### src/bst_pkg.sv
// ----------------------------------------------------------------------------
// bst_pkg: shared types, constants and microcode for the setpoint tracker
// Holds the control word layout, the program labels and the program itself.
// ----------------------------------------------------------------------------
package bst_pkg;

    localparam int STEP_W = 5;

    // opcodes carried in the input tuser
    localparam logic [1:0] OP_UPDATE = 2'd0;
    localparam logic [1:0] OP_START  = 2'd1;
    localparam logic [1:0] OP_STOP   = 2'd2;
    localparam logic [1:0] OP_QUERY  = 2'd3;

    // configuration register indexes
    localparam logic [1:0] REG_MIN_SP = 2'd0;
    localparam logic [1:0] REG_MAX_SP = 2'd1;
    localparam logic [1:0] REG_DUTY   = 2'd2;
    localparam logic [1:0] REG_INV    = 2'd3;

    // register reset values
    localparam logic [15:0] RST_MIN_SP = 16'd8000;
    localparam logic [15:0] RST_MAX_SP = 16'd30000;
    localparam logic [15:0] RST_DUTY   = 16'd31130;
    localparam logic [15:0] RST_INV    = 16'd4312;

    // tracking constants, millivolts
    localparam logic [15:0] SLOW_FLOOR_MV   = 16'd5000;
    localparam logic [15:0] SLOW_KNEE_MV    = 16'd5001;
    localparam logic [16:0] SLEW_MV         = 17'd500;
    localparam logic [16:0] DRIVE_OFS_MV    = 17'd1000;
    localparam logic [15:0] BUTTON_MV       = 16'd20000;
    localparam logic [16:0] READY_MARGIN_MV = 17'd500;
    localparam logic signed [18:0] DRIVE_MARGIN_MV = 19'sd500;
    localparam logic [33:0] ROUND_Q12       = 34'd2048;

    // program labels
    localparam logic [STEP_W-1:0] ST_WAIT     = 5'd0;
    localparam logic [STEP_W-1:0] ST_DISPATCH = 5'd1;
    localparam logic [STEP_W-1:0] ST_U_PEAK   = 5'd2;
    localparam logic [STEP_W-1:0] ST_U_SLOW   = 5'd3;
    localparam logic [STEP_W-1:0] ST_U_DECAY  = 5'd4;
    localparam logic [STEP_W-1:0] ST_U_MUL    = 5'd5;
    localparam logic [STEP_W-1:0] ST_U_SUM    = 5'd6;
    localparam logic [STEP_W-1:0] ST_U_CLAMP  = 5'd7;
    localparam logic [STEP_W-1:0] ST_START    = 5'd8;
    localparam logic [STEP_W-1:0] ST_STOP     = 5'd9;
    localparam logic [STEP_W-1:0] ST_R_MULA   = 5'd10;
    localparam logic [STEP_W-1:0] ST_R_MD     = 5'd11;
    localparam logic [STEP_W-1:0] ST_R_MULH   = 5'd12;
    localparam logic [STEP_W-1:0] ST_R_HEAD   = 5'd13;
    localparam logic [STEP_W-1:0] ST_R_CHK    = 5'd14;
    localparam logic [STEP_W-1:0] ST_R_DIV    = 5'd15;
    localparam logic [STEP_W-1:0] ST_OUT      = 5'd16;

    typedef enum logic [4:0] {
        U_NOP,
        U_LOAD,
        U_PEAK,
        U_SLOW,
        U_DECAY,
        U_MULD,
        U_SUM,
        U_CLAMP,
        U_START,
        U_STOP,
        U_MULA,
        U_MD,
        U_MULH,
        U_HEAD,
        U_CHK,
        U_DIV,
        U_OUT
    } t_uop;

    typedef enum logic [2:0] {
        C_NEXT,
        C_GOTO,
        C_WAIT_IN,
        C_OPCODE,
        C_SAT,
        C_CNT_NZ,
        C_OUT_BUSY
    } t_cond;

    typedef struct packed {
        t_uop              uop;
        t_cond             cond;
        logic [STEP_W-1:0] target;
    } t_uword;

    function automatic t_uword f_rom(input logic [STEP_W-1:0] addr);
        t_uword w;
        case (addr)
            ST_WAIT:     w = '{U_LOAD,  C_WAIT_IN,  ST_WAIT};
            ST_DISPATCH: w = '{U_NOP,   C_OPCODE,   ST_U_PEAK};
            ST_U_PEAK:   w = '{U_PEAK,  C_NEXT,     ST_WAIT};
            ST_U_SLOW:   w = '{U_SLOW,  C_NEXT,     ST_WAIT};
            ST_U_DECAY:  w = '{U_DECAY, C_NEXT,     ST_WAIT};
            ST_U_MUL:    w = '{U_MULD,  C_NEXT,     ST_WAIT};
            ST_U_SUM:    w = '{U_SUM,   C_NEXT,     ST_WAIT};
            ST_U_CLAMP:  w = '{U_CLAMP, C_GOTO,     ST_R_MULA};
            ST_START:    w = '{U_START, C_GOTO,     ST_R_MULA};
            ST_STOP:     w = '{U_STOP,  C_GOTO,     ST_R_MULA};
            ST_R_MULA:   w = '{U_MULA,  C_NEXT,     ST_WAIT};
            ST_R_MD:     w = '{U_MD,    C_NEXT,     ST_WAIT};
            ST_R_MULH:   w = '{U_MULH,  C_NEXT,     ST_WAIT};
            ST_R_HEAD:   w = '{U_HEAD,  C_NEXT,     ST_WAIT};
            ST_R_CHK:    w = '{U_CHK,   C_SAT,      ST_OUT};
            ST_R_DIV:    w = '{U_DIV,   C_CNT_NZ,   ST_R_DIV};
            ST_OUT:      w = '{U_OUT,   C_OUT_BUSY, ST_WAIT};
            default:     w = '{U_NOP,   C_GOTO,     ST_WAIT};
        endcase
        return w;
    endfunction

endpackage

### src/boost_setpoint_tracker_core.sv
// ----------------------------------------------------------------------------
// boost_setpoint_tracker_core: boost converter setpoint tracker
// Microcoded sequencer over a small datapath that tracks drop, drive and
// slow-start state and reports the commanded voltage and drive limits.
// ----------------------------------------------------------------------------
// One beat in gives one beat out. The result beat becomes valid at the output
// step, once the program for its opcode has run: update beats pass the
// tracking steps, start and stop beats their own step, and every beat then
// the result steps. When the utilization saturates, the 16-step divide loop
// is skipped. The restoring divider yields one quotient bit a cycle. The
// result sits in an output register, so the sequencer is back at its wait
// step and takes the next input beat in the cycle after the result is
// loaded, even while that result is still not taken. Input beats are taken
// only at the wait step, so no beat is accepted before the previous one
// has reached the output step. Configuration writes are always accepted
// and are meant for idle periods.
module boost_setpoint_tracker_core (
    input  logic        i_clk,
    input  logic        i_rst_n,
    // input stream
    input  logic        s_axis_tvalid,
    output logic        s_axis_tready,
    // requested_drive_mv[15:0], bus_min_mv[31:16], button_pressed[32],
    // bus_now_mv[48:33], query_voltage_mv[64:49], zero pad[71:65]
    input  logic [71:0] s_axis_tdata,
    // opcode[1:0]
    input  logic [1:0]  s_axis_tuser,
    // result stream
    output logic        m_axis_tvalid,
    input  logic        m_axis_tready,
    // boost_enable[0], commanded_mv[16:1], boost_ready[17],
    // max_drive_mv[34:18], utilization_q14[50:35], zero pad[55:51]
    output logic [55:0] m_axis_tdata,
    // configuration write channel
    input  logic        i_cfg_valid,
    output logic        o_cfg_ready,
    input  logic [1:0]  i_cfg_index,
    input  logic [15:0] i_cfg_data
);

    // ------------------------------------------------------------------
    // sequencer
    // ------------------------------------------------------------------
    logic [bst_pkg::STEP_W-1:0] r_step;
    logic [bst_pkg::STEP_W-1:0] n_step;
    bst_pkg::t_uword            w_uw;
    logic                       w_in_acc;
    logic                       w_out_free;
    logic                       w_sat;
    logic [3:0]                 r_cnt;

    // captured item
    logic [1:0]  r_opcode;
    logic [15:0] r_req;
    logic [15:0] r_bus_min;
    logic        r_button;
    logic [15:0] r_bus_now;
    logic [15:0] r_query;

    // configuration
    logic [15:0] r_min_sp;
    logic [15:0] r_max_sp;
    logic [15:0] r_duty;
    logic [15:0] r_inv;

    // tracking state
    logic [15:0] r_peak_drop;
    logic [15:0] r_peak_drive;
    logic [15:0] r_slow;
    logic [15:0] r_setpoint;
    logic        r_enabled;

    // datapath scratch
    logic [32:0]        r_prod_u;
    logic signed [33:0] r_prod_s;
    logic [15:0]        r_acc;
    logic signed [16:0] r_md;
    logic signed [18:0] r_head;
    logic               r_sat;
    logic [18:0]        r_rem;
    logic [15:0]        r_quo;

    // output register
    logic        r_out_valid;
    logic [55:0] r_out_data;

    assign w_uw          = bst_pkg::f_rom(r_step);
    assign s_axis_tready = (r_step == bst_pkg::ST_WAIT);
    assign w_in_acc      = s_axis_tvalid && s_axis_tready;
    assign w_out_free    = !r_out_valid || m_axis_tready;
    assign o_cfg_ready   = 1'b1;
    assign m_axis_tvalid = r_out_valid;
    assign m_axis_tdata  = r_out_data;

    // ------------------------------------------------------------------
    // datapath combinational terms
    // ------------------------------------------------------------------
    logic [15:0]        w_drop;
    logic [16:0]        w_want17;
    logic [15:0]        w_want;
    logic [16:0]        w_hi17;
    logic [15:0]        w_hi;
    logic [16:0]        w_d1k;
    logic [32:0]        w_uprod;
    logic [33:0]        w_rnd;
    logic [22:0]        w_sum;
    logic [15:0]        w_sum_sat;
    logic [15:0]        w_btn;
    logic [15:0]        w_cmin;
    logic [15:0]        w_cmax;
    logic [15:0]        w_mul_a;
    logic signed [16:0] w_x;
    logic signed [16:0] w_duty_s;
    logic signed [33:0] w_sprod;
    logic signed [18:0] w_a;
    logic signed [18:0] w_slow_s;
    logic signed [18:0] w_lim;
    logic signed [16:0] w_md;
    logic               w_head_pos;
    logic               w_over;
    logic               w_nbit;
    logic [18:0]        w_trial;
    logic [18:0]        w_dv;
    logic               w_ready;
    logic [15:0]        w_util;

    // present drop of the bus below the setpoint
    assign w_drop   = (r_setpoint > r_bus_min) ? (r_setpoint - r_bus_min) : 16'd0;

    // slow-start target and upper slew bound, both saturating
    assign w_want17 = {1'b0, r_req} + bst_pkg::DRIVE_OFS_MV;
    assign w_want   = w_want17[16] ? 16'hFFFF : w_want17[15:0];
    assign w_hi17   = {1'b0, r_slow} + bst_pkg::SLEW_MV;
    assign w_hi     = w_hi17[16] ? 16'hFFFF : w_hi17[15:0];

    // (drive + 1000) * 1/duty in q12, round half up, add drop, saturate
    assign w_d1k     = {1'b0, r_peak_drive} + bst_pkg::DRIVE_OFS_MV;
    assign w_uprod   = {16'd0, w_d1k} * {17'd0, r_inv};
    assign w_rnd     = {1'b0, r_prod_u} + bst_pkg::ROUND_Q12;
    assign w_sum     = {1'b0, w_rnd[33:12]} + {7'd0, r_peak_drop};
    assign w_sum_sat = (w_sum[22:16] != 7'd0) ? 16'hFFFF : w_sum[15:0];

    // button floor, then min, then max so max wins on crossed limits
    assign w_btn  = (r_button && (r_acc < bst_pkg::BUTTON_MV)) ? bst_pkg::BUTTON_MV : r_acc;
    assign w_cmin = (w_btn < r_min_sp) ? r_min_sp : w_btn;
    assign w_cmax = (w_cmin > r_max_sp) ? r_max_sp : w_cmin;

    // shared signed multiplier: (setpoint or max) minus drop, times duty
    assign w_mul_a  = (w_uw.uop == bst_pkg::U_MULH) ? r_max_sp : r_setpoint;
    assign w_x      = $signed({1'b0, w_mul_a}) - $signed({1'b0, r_peak_drop});
    assign w_duty_s = $signed({1'b0, r_duty});
    assign w_sprod  = 34'(w_x) * 34'(w_duty_s);

    // floor shift by 15 is the top bits of the signed product, less margin
    assign w_a      = $signed(r_prod_s[33:15]) - bst_pkg::DRIVE_MARGIN_MV;
    assign w_slow_s = $signed({3'b000, r_slow});
    assign w_lim    = (w_a < w_slow_s) ? w_a : w_slow_s;

    always_comb begin
        if (w_lim < -19'sd65536) begin
            w_md = -17'sd65536;
        end else if (w_lim > 19'sd65535) begin
            w_md = 17'sd65535;
        end else begin
            w_md = w_lim[16:0];
        end
    end

    // quotient saturates when headroom is not positive or query >= 4 * headroom
    assign w_head_pos = !r_head[18] && (r_head != 19'sd0);
    assign w_over     = ({3'b000, r_query} >= {r_head[16:0], 2'b00});
    assign w_sat      = !w_head_pos || w_over;

    // restoring divide of query << 14, upper part preloaded, low bits fed here
    always_comb begin
        case (r_cnt)
            4'd15:   w_nbit = r_query[1];
            4'd14:   w_nbit = r_query[0];
            default: w_nbit = 1'b0;
        endcase
    end
    assign w_trial = {r_rem[17:0], w_nbit};
    assign w_dv    = r_head;

    assign w_ready = (({1'b0, r_bus_now} + bst_pkg::READY_MARGIN_MV) >= {1'b0, r_setpoint});
    assign w_util  = r_sat ? 16'hFFFF : r_quo;

    // ------------------------------------------------------------------
    // next step
    // ------------------------------------------------------------------
    always_comb begin
        case (w_uw.cond)
            bst_pkg::C_NEXT:     n_step = r_step + 5'd1;
            bst_pkg::C_GOTO:     n_step = w_uw.target;
            bst_pkg::C_WAIT_IN:  n_step = w_in_acc ? (r_step + 5'd1) : r_step;
            bst_pkg::C_OPCODE: begin
                case (r_opcode)
                    bst_pkg::OP_UPDATE: n_step = w_uw.target;
                    bst_pkg::OP_START:  n_step = bst_pkg::ST_START;
                    bst_pkg::OP_STOP:   n_step = bst_pkg::ST_STOP;
                    default:            n_step = bst_pkg::ST_R_MULA;
                endcase
            end
            bst_pkg::C_SAT:      n_step = w_sat ? w_uw.target : (r_step + 5'd1);
            bst_pkg::C_CNT_NZ:   n_step = (r_cnt != 4'd0) ? w_uw.target : (r_step + 5'd1);
            bst_pkg::C_OUT_BUSY: n_step = w_out_free ? w_uw.target : r_step;
            default:             n_step = bst_pkg::ST_WAIT;
        endcase
    end

    // ------------------------------------------------------------------
    // control and state registers
    // ------------------------------------------------------------------
    always_ff @(posedge i_clk) begin
        if (!i_rst_n) begin
            r_step       <= bst_pkg::ST_WAIT;
            r_out_valid  <= 1'b0;
            r_min_sp     <= bst_pkg::RST_MIN_SP;
            r_max_sp     <= bst_pkg::RST_MAX_SP;
            r_duty       <= bst_pkg::RST_DUTY;
            r_inv        <= bst_pkg::RST_INV;
            r_peak_drop  <= 16'd0;
            r_peak_drive <= 16'd0;
            r_slow       <= bst_pkg::SLOW_FLOOR_MV;
            r_setpoint   <= bst_pkg::RST_MIN_SP;
            r_enabled    <= 1'b0;
        end else begin
            r_step <= n_step;

            // result register: loaded at the output step, drained by the sink
            if (w_uw.uop == bst_pkg::U_OUT && w_out_free) begin
                r_out_valid <= 1'b1;
            end else if (m_axis_tready) begin
                r_out_valid <= 1'b0;
            end

            if (i_cfg_valid) begin
                case (i_cfg_index)
                    bst_pkg::REG_MIN_SP: r_min_sp <= i_cfg_data;
                    bst_pkg::REG_MAX_SP: r_max_sp <= i_cfg_data;
                    bst_pkg::REG_DUTY:   r_duty   <= i_cfg_data;
                    bst_pkg::REG_INV:    r_inv    <= i_cfg_data;
                    default:             r_inv    <= r_inv;
                endcase
            end

            case (w_uw.uop)
                bst_pkg::U_PEAK: begin
                    if (w_drop > r_peak_drop) begin
                        r_peak_drop <= w_drop;
                    end
                    if (r_req > r_peak_drive) begin
                        r_peak_drive <= r_req;
                    end
                end
                bst_pkg::U_SLOW: begin
                    if (w_want < r_slow) begin
                        r_slow <= r_slow;
                    end else if (w_want > w_hi) begin
                        r_slow <= w_hi;
                    end else begin
                        r_slow <= w_want;
                    end
                end
                bst_pkg::U_DECAY: begin
                    r_peak_drop  <= (r_peak_drop != 16'd0) ? (r_peak_drop - 16'd1) : 16'd0;
                    r_peak_drive <= (r_peak_drive != 16'd0) ? (r_peak_drive - 16'd1) : 16'd0;
                    r_slow       <= (r_slow > bst_pkg::SLOW_KNEE_MV) ? (r_slow - 16'd1)
                                                                     : bst_pkg::SLOW_FLOOR_MV;
                end
                bst_pkg::U_CLAMP: begin
                    r_setpoint <= w_cmax;
                end
                bst_pkg::U_START: begin
                    r_peak_drop  <= 16'd0;
                    r_peak_drive <= 16'd0;
                    r_slow       <= bst_pkg::SLOW_FLOOR_MV;
                    r_setpoint   <= r_min_sp;
                    r_enabled    <= 1'b1;
                end
                bst_pkg::U_STOP: begin
                    r_enabled <= 1'b0;
                end
                default: begin
                    r_enabled <= r_enabled;
                end
            endcase
        end
    end

    // ------------------------------------------------------------------
    // payload registers
    // ------------------------------------------------------------------
    always_ff @(posedge i_clk) begin
        case (w_uw.uop)
            bst_pkg::U_LOAD: begin
                if (w_in_acc) begin
                    r_opcode  <= s_axis_tuser;
                    r_req     <= s_axis_tdata[15:0];
                    r_bus_min <= s_axis_tdata[31:16];
                    r_button  <= s_axis_tdata[32];
                    r_bus_now <= s_axis_tdata[48:33];
                    r_query   <= s_axis_tdata[64:49];
                end
            end
            bst_pkg::U_MULD: begin
                r_prod_u <= w_uprod;
            end
            bst_pkg::U_SUM: begin
                r_acc <= w_sum_sat;
            end
            bst_pkg::U_MULA, bst_pkg::U_MULH: begin
                r_prod_s <= w_sprod;
            end
            bst_pkg::U_MD: begin
                r_md <= w_md;
            end
            bst_pkg::U_HEAD: begin
                r_head <= w_a;
                r_rem  <= {5'd0, r_query[15:2]};
                r_quo  <= 16'd0;
                r_cnt  <= 4'd15;
            end
            bst_pkg::U_CHK: begin
                r_sat <= w_sat;
            end
            bst_pkg::U_DIV: begin
                if (w_trial >= w_dv) begin
                    r_rem <= w_trial - w_dv;
                    r_quo <= {r_quo[14:0], 1'b1};
                end else begin
                    r_rem <= w_trial;
                    r_quo <= {r_quo[14:0], 1'b0};
                end
                r_cnt <= r_cnt - 4'd1;
            end
            bst_pkg::U_OUT: begin
                if (w_out_free) begin
                    r_out_data <= {5'd0, w_util, r_md, w_ready,
                                   (r_enabled ? r_setpoint : 16'd0), r_enabled};
                end
            end
            default: begin
                r_acc <= r_acc;
            end
        endcase
    end

    // ------------------------------------------------------------------
    // assertions
    // ------------------------------------------------------------------
    a_accept_dispatch: assert property (@(posedge i_clk) disable iff (!i_rst_n)
        (s_axis_tvalid && s_axis_tready) |=> (r_step == bst_pkg::ST_DISPATCH))
        else $error("accepted beat did not reach dispatch");

    a_result_from_out: assert property (@(posedge i_clk) disable iff (!i_rst_n)
        $rose(m_axis_tvalid) |-> ($past(r_step) == bst_pkg::ST_OUT))
        else $error("result raised outside the output step");

    a_div_ends: assert property (@(posedge i_clk) disable iff (!i_rst_n)
        (r_step == bst_pkg::ST_R_DIV && r_cnt == 4'd0) |=> (r_step == bst_pkg::ST_OUT))
        else $error("divide loop did not end after its last bit");

    a_sat_skips_div: assert property (@(posedge i_clk) disable iff (!i_rst_n)
        (r_step == bst_pkg::ST_R_CHK && w_sat) |=> (r_step == bst_pkg::ST_OUT && r_sat))
        else $error("saturated utilization entered the divide loop");

endmodule
### config.mk
export PLATFORM = sky130hd
export DESIGN_NAME = boost_setpoint_tracker_core
export DESIGN_NICKNAME = d
export VERILOG_FILES = /design/src/bst_pkg.sv /design/src/boost_setpoint_tracker_core.sv
export SDC_FILE = /design/constraint.sdc
export NUM_CORES = 2
export LEC_CHECK = 0
export BUFFER_PORTS_ARGS = -buffer_cell sky130_fd_sc_hd__buf_2
export CORE_UTILIZATION = 40
export CTS_BUF_LIST = sky130_fd_sc_hd__clkbuf_16
export CTS_CLUSTER_DIAMETER = 60
export CTS_CLUSTER_SIZE = 30
export DETAILED_ROUTE_END_ITERATION = 10
export GPL_TIMING_DRIVEN = 0
export PLACE_DENSITY = 0.57
export SYNTH_ARGS = -nofsm -noshare
export SYNTH_HDL_FRONTEND = slang
export SYNTH_SLANG_ARGS = --single-unit
### constraint.sdc
create_clock -name i_clk -period 10.15 [get_ports i_clk]
set_input_delay 1.015 -clock i_clk [delete_from_list [all_inputs] [get_ports i_clk]]
set_output_delay 1.015 -clock i_clk [all_outputs]
set_load 0.005 [all_outputs]
# [Word level (Yosys, flattened, before mapping)]
# Memory sizes are Yosys's and may differ from the RTL's. A register that Yosys moved wholly into a read port is not among the register bits.
# Index checks and enable logic that the tools add are counted.
[word_totals] romBits=416 input_bits=97 register_bits=411 mem_count=1 elab_cells=168 output_inout_bits=59
[classes] eq_ne=34 mux=37 n_mul=2 n_lt_le_gt_ge=15 n_addsub=15 reduce_logical=35
[memory_table] memory="(no name shown)" depth=32 width=13 rd=1 rd_ports_with_merged_regs=1 write_ports=0 line_no="bst_pkg.sv:94" text="case (addr)"
[op_table] operator="two-way mux 16 bit" n=14
[op_table] operator="one-hot mux 16 bit (3 select lines)" n=3
[op_table] operator="greater-than comparator 16 bit" n=5
[op_table] operator="one-hot mux 16 bit (2 select lines)" n=2
[op_table] operator="subtractor 16 x 1 -> 16 bit (second input constant)" n=3
[op_table] operator="== test 5 x 4 -> 1 bit (second input constant)" n=8
[op_table] operator="one-hot mux 18 bit (2 select lines)" n=1
[op_table] operator="one-hot mux 5 bit (7 select lines)" n=1
[op_table] operator="adder 16 x 10 -> 17 bit (second input constant)" n=2
[op_table] operator="adder 16 x 9 -> 17 bit (second input constant)" n=2
[op_table] operator="adder 33 x 12 -> 34 bit (second input constant)" n=1
[op_table] operator="multiplier 17 x 17 -> 34 bit" n=1
[op_table] operator="multiplier 17 x 16 -> 33 bit" n=1
[op_table] operator="< comparator 16 bit" n=2
[op_table] operator="nonzero test 16 bit" n=2
[op_table] operator="two-way mux 5 bit" n=6
[op_table] operator="adder 22 x 16 -> 23 bit" n=1
[op_table] operator="== test 5 x 3 -> 1 bit (second input constant)" n=4
[op_table] operator="AND reduction 2 bit" n=10
[op_table] operator="greater-or-equal comparator 16 x 19 -> 1 bit" n=1
[op_table] operator="greater-or-equal comparator 19 bit" n=1
[op_table] operator="greater-than comparator 19 x 17 -> 1 bit (second input constant)" n=1
[op_table] operator="< comparator 19 x 17 -> 1 bit" n=1
[op_table] operator="< comparator 19 x 17 -> 1 bit (second input constant)" n=1
[op_table] operator="other kinds (38)" n=64

# [Longest topological paths before layout]
[depth] word_depth=8 ltp_mapped=38 depth_no_buf=36

# [Worst setup path after synthesis]
# OpenSTA, ideal clock, no wires.
[synth_path] path_kind="register to register" from="register, netlist name w_uw[11]" to="register r_prod_s[33], data pin" path_stages_with_launch=37 path_buffers=3 slack_ps=1175 t_arrival_ps=8715 path_cell_list="dfxtp_1 buf_2 nor2b_1 nand3_1 clkbuf_1 nand2_1 o21ai_0 fa_1 a21o_1 a21oi_1 nor2b_1 o21a_1 o311a_1 nor3_1 nor4b_1 o32ai_2 clkbuf_1 and2_1 fa_1 inv_1 fa_1 inv_1 fa_1 fa_1 fa_1 inv_1 fa_1 inv_1 ha_1 a21oi_1 nand2_1 nand3_1 or2_2 o211ai_1 a31o_2 a21oi_1 xnor2_1"
[synth_via] elab_chain_cells=4
[synth_lines] element="== test 5 x 4 -> 1 bit" line_no="boost_setpoint_tracker_core.sv:149" text="assign w_mul_a = (w_uw.uop == bst_pkg::U_MULH) ? r_max_sp : r_setpoint;"
[synth_lines] element="two-way mux 16 bit" line_no="boost_setpoint_tracker_core.sv:149"
[synth_lines] element="subtractor 16 x 16 -> 17 bit" line_no="boost_setpoint_tracker_core.sv:150" text="assign w_x = $signed({1'b0, w_mul_a}) - $signed({1'b0, r_peak_drop});"
[synth_lines] element="multiplier 17 x 17 -> 34 bit" line_no="boost_setpoint_tracker_core.sv:152" text="assign w_sprod = 34'(w_x) * 34'(w_duty_s);"
[synth_lines] element="net w_sprod[33]" line_no="boost_setpoint_tracker_core.sv:114" text="logic signed [33:0] w_sprod;"
[synth_lines] element="end signal, assigned" line_no="boost_setpoint_tracker_core.sv:313" text="r_prod_s <= w_sprod;"
[synth_lines] element="end, declared" line_no="boost_setpoint_tracker_core.sv:75" text="logic signed [33:0] r_prod_s;"
# The timed path passes the listed nets, and every way through them passes these cells.
# A chain may end at the register's enable or synchronous reset.

# [Worst setup path in the final report]
[layout_path] from="register, netlist name w_uw[10]" to="register r_prod_s[33], data pin"
[layout_via] elab_chain_cells=4
[layout_lines] element="== test 5 x 4 -> 1 bit" line_no="boost_setpoint_tracker_core.sv:149"
[layout_lines] element="two-way mux 16 bit" line_no="boost_setpoint_tracker_core.sv:149"
[layout_lines] element="subtractor 16 x 16 -> 17 bit" line_no="boost_setpoint_tracker_core.sv:150"
[layout_lines] element="multiplier 17 x 17 -> 34 bit" line_no="boost_setpoint_tracker_core.sv:152"
[layout_lines] element="net w_sprod[33]" line_no="boost_setpoint_tracker_core.sv:114"
# The timed path passes the listed nets, and every way through them passes these cells.

==> flow_metrics.env <==
export IMPL_antenna_found_initial=19
export IMPL_wl_met1_um=60100
export IMPL_met2WireLength_um=59000
export IMPL_final_antenna_net_count=0
export IMPL_dr_wl_met3_um=8900
export IMPL_drive_above_1_share_pct=6.96
export IMPL_cts_max_level=2
export IMPL_required_ps=10500
export IMPL_gp_congestion=0.962
export IMPL_crit_path_end_kind="flip-flop"
export IMPL_max_freq_ghz=0.103
export IMPL_crit_type="flip-flop to flip-flop"
export IMPL_critPathLaunchType="flip-flop"
export IMPL_top_layer_used="met5"
export IMPL_path_clk_slew_ps=90
export IMPL_yosys_top_cells_area="fa_1 (22%), edfxtp_1 (17%), ha_1 (12%)"
export IMPL_fp_coreArea_um2=108000
export IMPL_status="finished clean"
export IMPL_maxCapViolations=0
export IMPL_critPathArrivalTime_ps=10050
export IMPL_synth_edf_count=250
export IMPL_max_slew_margin_rel_pct=6.24
export IMPL_yosysSeqAreaShare_pct=24.0
export IMPL_synth_cell_types=86
export IMPL_synthCells=4818
export IMPL_initialDrtViolationCount=2645
export IMPL_grt_start_max_net_pins=45
export IMPL_r2r_start="w_uw[10]$_SDFF_PP0_"
export IMPL_dr_pass1_iters=8
export IMPL_whs_ps=424
export IMPL_ys_ff_latch=397
export IMPL_report_final_slew_viol_count=0
export IMPL_synth_top_flop_cell="edfxtp_1"
export IMPL_fp_dieW_um=332
export IMPL_setup_viol=0
export IMPL_start_util_pct=40.5
export IMPL_finalCriticalPeriod_ps=9700
export IMPL_synthArstFlopShare_pct=0
export IMPL_synth_area_um2=43500
export IMPL_path_common_cell="fa_1"
export IMPL_synth_warnings=0
export IMPL_cts_tree="yes"
export IMPL_min_from="r_md[15]$_SDFFCE_PP0N_"
export IMPL_hpwl_um=107000
export IMPL_grt_pass1_wl_um=203000
export IMPL_slowest_stage="fa_1"
export IMPL_drt_wl_total_um=132000
export IMPL_cts_root_buffer_cell="clkbuf_16"
export IMPL_tightest_slew_ps=1400
export IMPL_remaining_drc_errors=0
export IMPL_skew_ps=42.5
export IMPL_max_stage_delay_ps=560
export IMPL_ioPinCount=156
export IMPL_wl_per_cell_um=20.4
export IMPL_vias_per_cell=5.36
export IMPL_fp_dieArea_um2=110000
export IMPL_fin_nets=6026
export IMPL_place_port_buffers=141
export IMPL_vias=34700
export IMPL_gr_total_overflow=0
export IMPL_crit_start="w_uw[10]$_SDFF_PP0_"
export IMPL_rows=120
export IMPL_synth_top_area_share_pct=22.5
export IMPL_finalHoldViolCount=0
export IMPL_postSynthAreaPerCell_um2=9.03
export IMPL_cp_max_fo=10
export IMPL_grt_usage_pct=23.8
export IMPL_area_growth_pct=10.3
export IMPL_worstSkewPairLatency_ps=630
export IMPL_yosysMostFrequentCell="inv_1"
export IMPL_cts_buffers=45
export IMPL_fp_dieH_um=332
export IMPL_setup_tns_ps=0
export IMPL_clock_sinks=397
export IMPL_yosysTopAreaCell="fa_1"
export IMPL_grt_pass1_vias=34300
export IMPL_ys_top_cells_by_count="inv_1 (770), nand2_1 (646), fa_1 (488)"
export IMPL_finalCritPeriodShare_pct=95.6
export IMPL_hp_class="flip-flop to flip-flop"
export IMPL_clk_path_buf_depth=3
-- routing by layer --
layer | track usage (%) | vias up
met3 | 3.26 | 199
met2 | 37.5 | 1095
li1 | - | 16300
met5 | 0 | -
met1 | 33.8 | 17100
met4 | 7.28 | 20
-- per-stage QoR --
step	utilization [%]	cell area (µm²)	setup WS (ps)	instances
6_report	44.6	48000	449	6466
5_1_grt	44.6	48000	-6.86	6463
4_1_cts	44.5	47900	72.7	6462
3_5_place_dp	42.9	46100	-621	6373
3_3_place_gp	42.8	46000	-578	6366
2_1_floorplan	-	43500	1180	4822
-- cell families (layout without fill, tap and decap cells) --
family          after synthesis  after routing  synth area share (%)
compound gates              773            773                  11.6
xor+xnor                    160            160                  3.22
fa+ha+maj                   908            908                  34.5
buf+inv                     974           1209                  8.51
flops                       397            397                  24.0
mux                          18             18                 0.443
other cells                   2             12                0.0173
simple gates               1586           1586                  17.7
-- timing repair --
item                                   CTS  global route
hold buffers                             0             0
resized for setup                       15            31
setup endpoints to repair               16            17
pin swaps                                2             0
endpoints found under the hold margin    0             0
buffers inserted                         6             0
-- flip-flops by register name, summed over array words and instances, names as in the netlist, 17 cells and up --
| register | flops |
|---|---|
| r_head | 19 |
| r_prod_u | 22 |
| r_prod_s | 19 |
| r_md | 17 |
| m_axis_tdata | 51 |
| r_rem | 18 |
-- worst max-delay path, delay by kind of cell, from the launching register on --
| family | cells | cell delay [ps] |
|---|---|---|
| AND/OR/NAND/NOR | 6 | 940 |
| XOR/XNOR | 1 | 90 |
| AO/OA/AOI/OAI | 14 | 2740 |
| buffers and inverters | 8 | 1440 |
| adder cells (fa/ha/maj) | 8 | 3840 |
| flip-flops | 1 | 350 |
-- final timing paths --
| path | to | slack (ps) | depth (start not counted) |
|---|---|---|---|
| setup reg to reg | r_prod_s[33]$_DFFE_PP_ | 450 | 37 |
| setup / recovery | r_prod_s[33]$_DFFE_PP_ | 450 | 37 |
| hold / removal | m_axis_tdata[33]$_DFFE_PP_ | 420 | 0 |
| hold reg to reg | m_axis_tdata[33]$_DFFE_PP_ | 420 | 0 |
-- layout make-up --
class                   instances  area (µm²)
plain buffers                 200         823
diodes                          6        15.0
inverters                     772        2900
well taps                    1403        1760
fillers                     10600       59500
flip-flops and latches        397       10500
multi-input cells            3451       29500
clock inverters                36         489
repair buffers                154         852
clock buffers                  47        1180
-- layout by cell type (no fill, tap or decap), types with 20 or more instances in the layout --
master	count
a21o_1	67
a21oi_1	218
a221oi_1	20
a31oi_1	38
and2_1	247
and3_1	47
buf_2	150
clkbuf_1	164
clkbuf_16	47
dfxtp_1	147
edfxtp_1	250
fa_1	487
ha_1	420
inv_1	769
nand2_1	646
nand2b_1	49
nand3_1	85
nand4_1	41
nor2_1	211
nor2b_1	41
nor3_1	82
o211ai_1	28
o21a_1	40
o21ai_0	165
or2_2	35
or3_1	20
xnor2_1	115
xor2_1	38
Power is left out: the tool's default activity adds up to more than one toggle a clock period on the data nets, which glitch-free logic cannot reach.
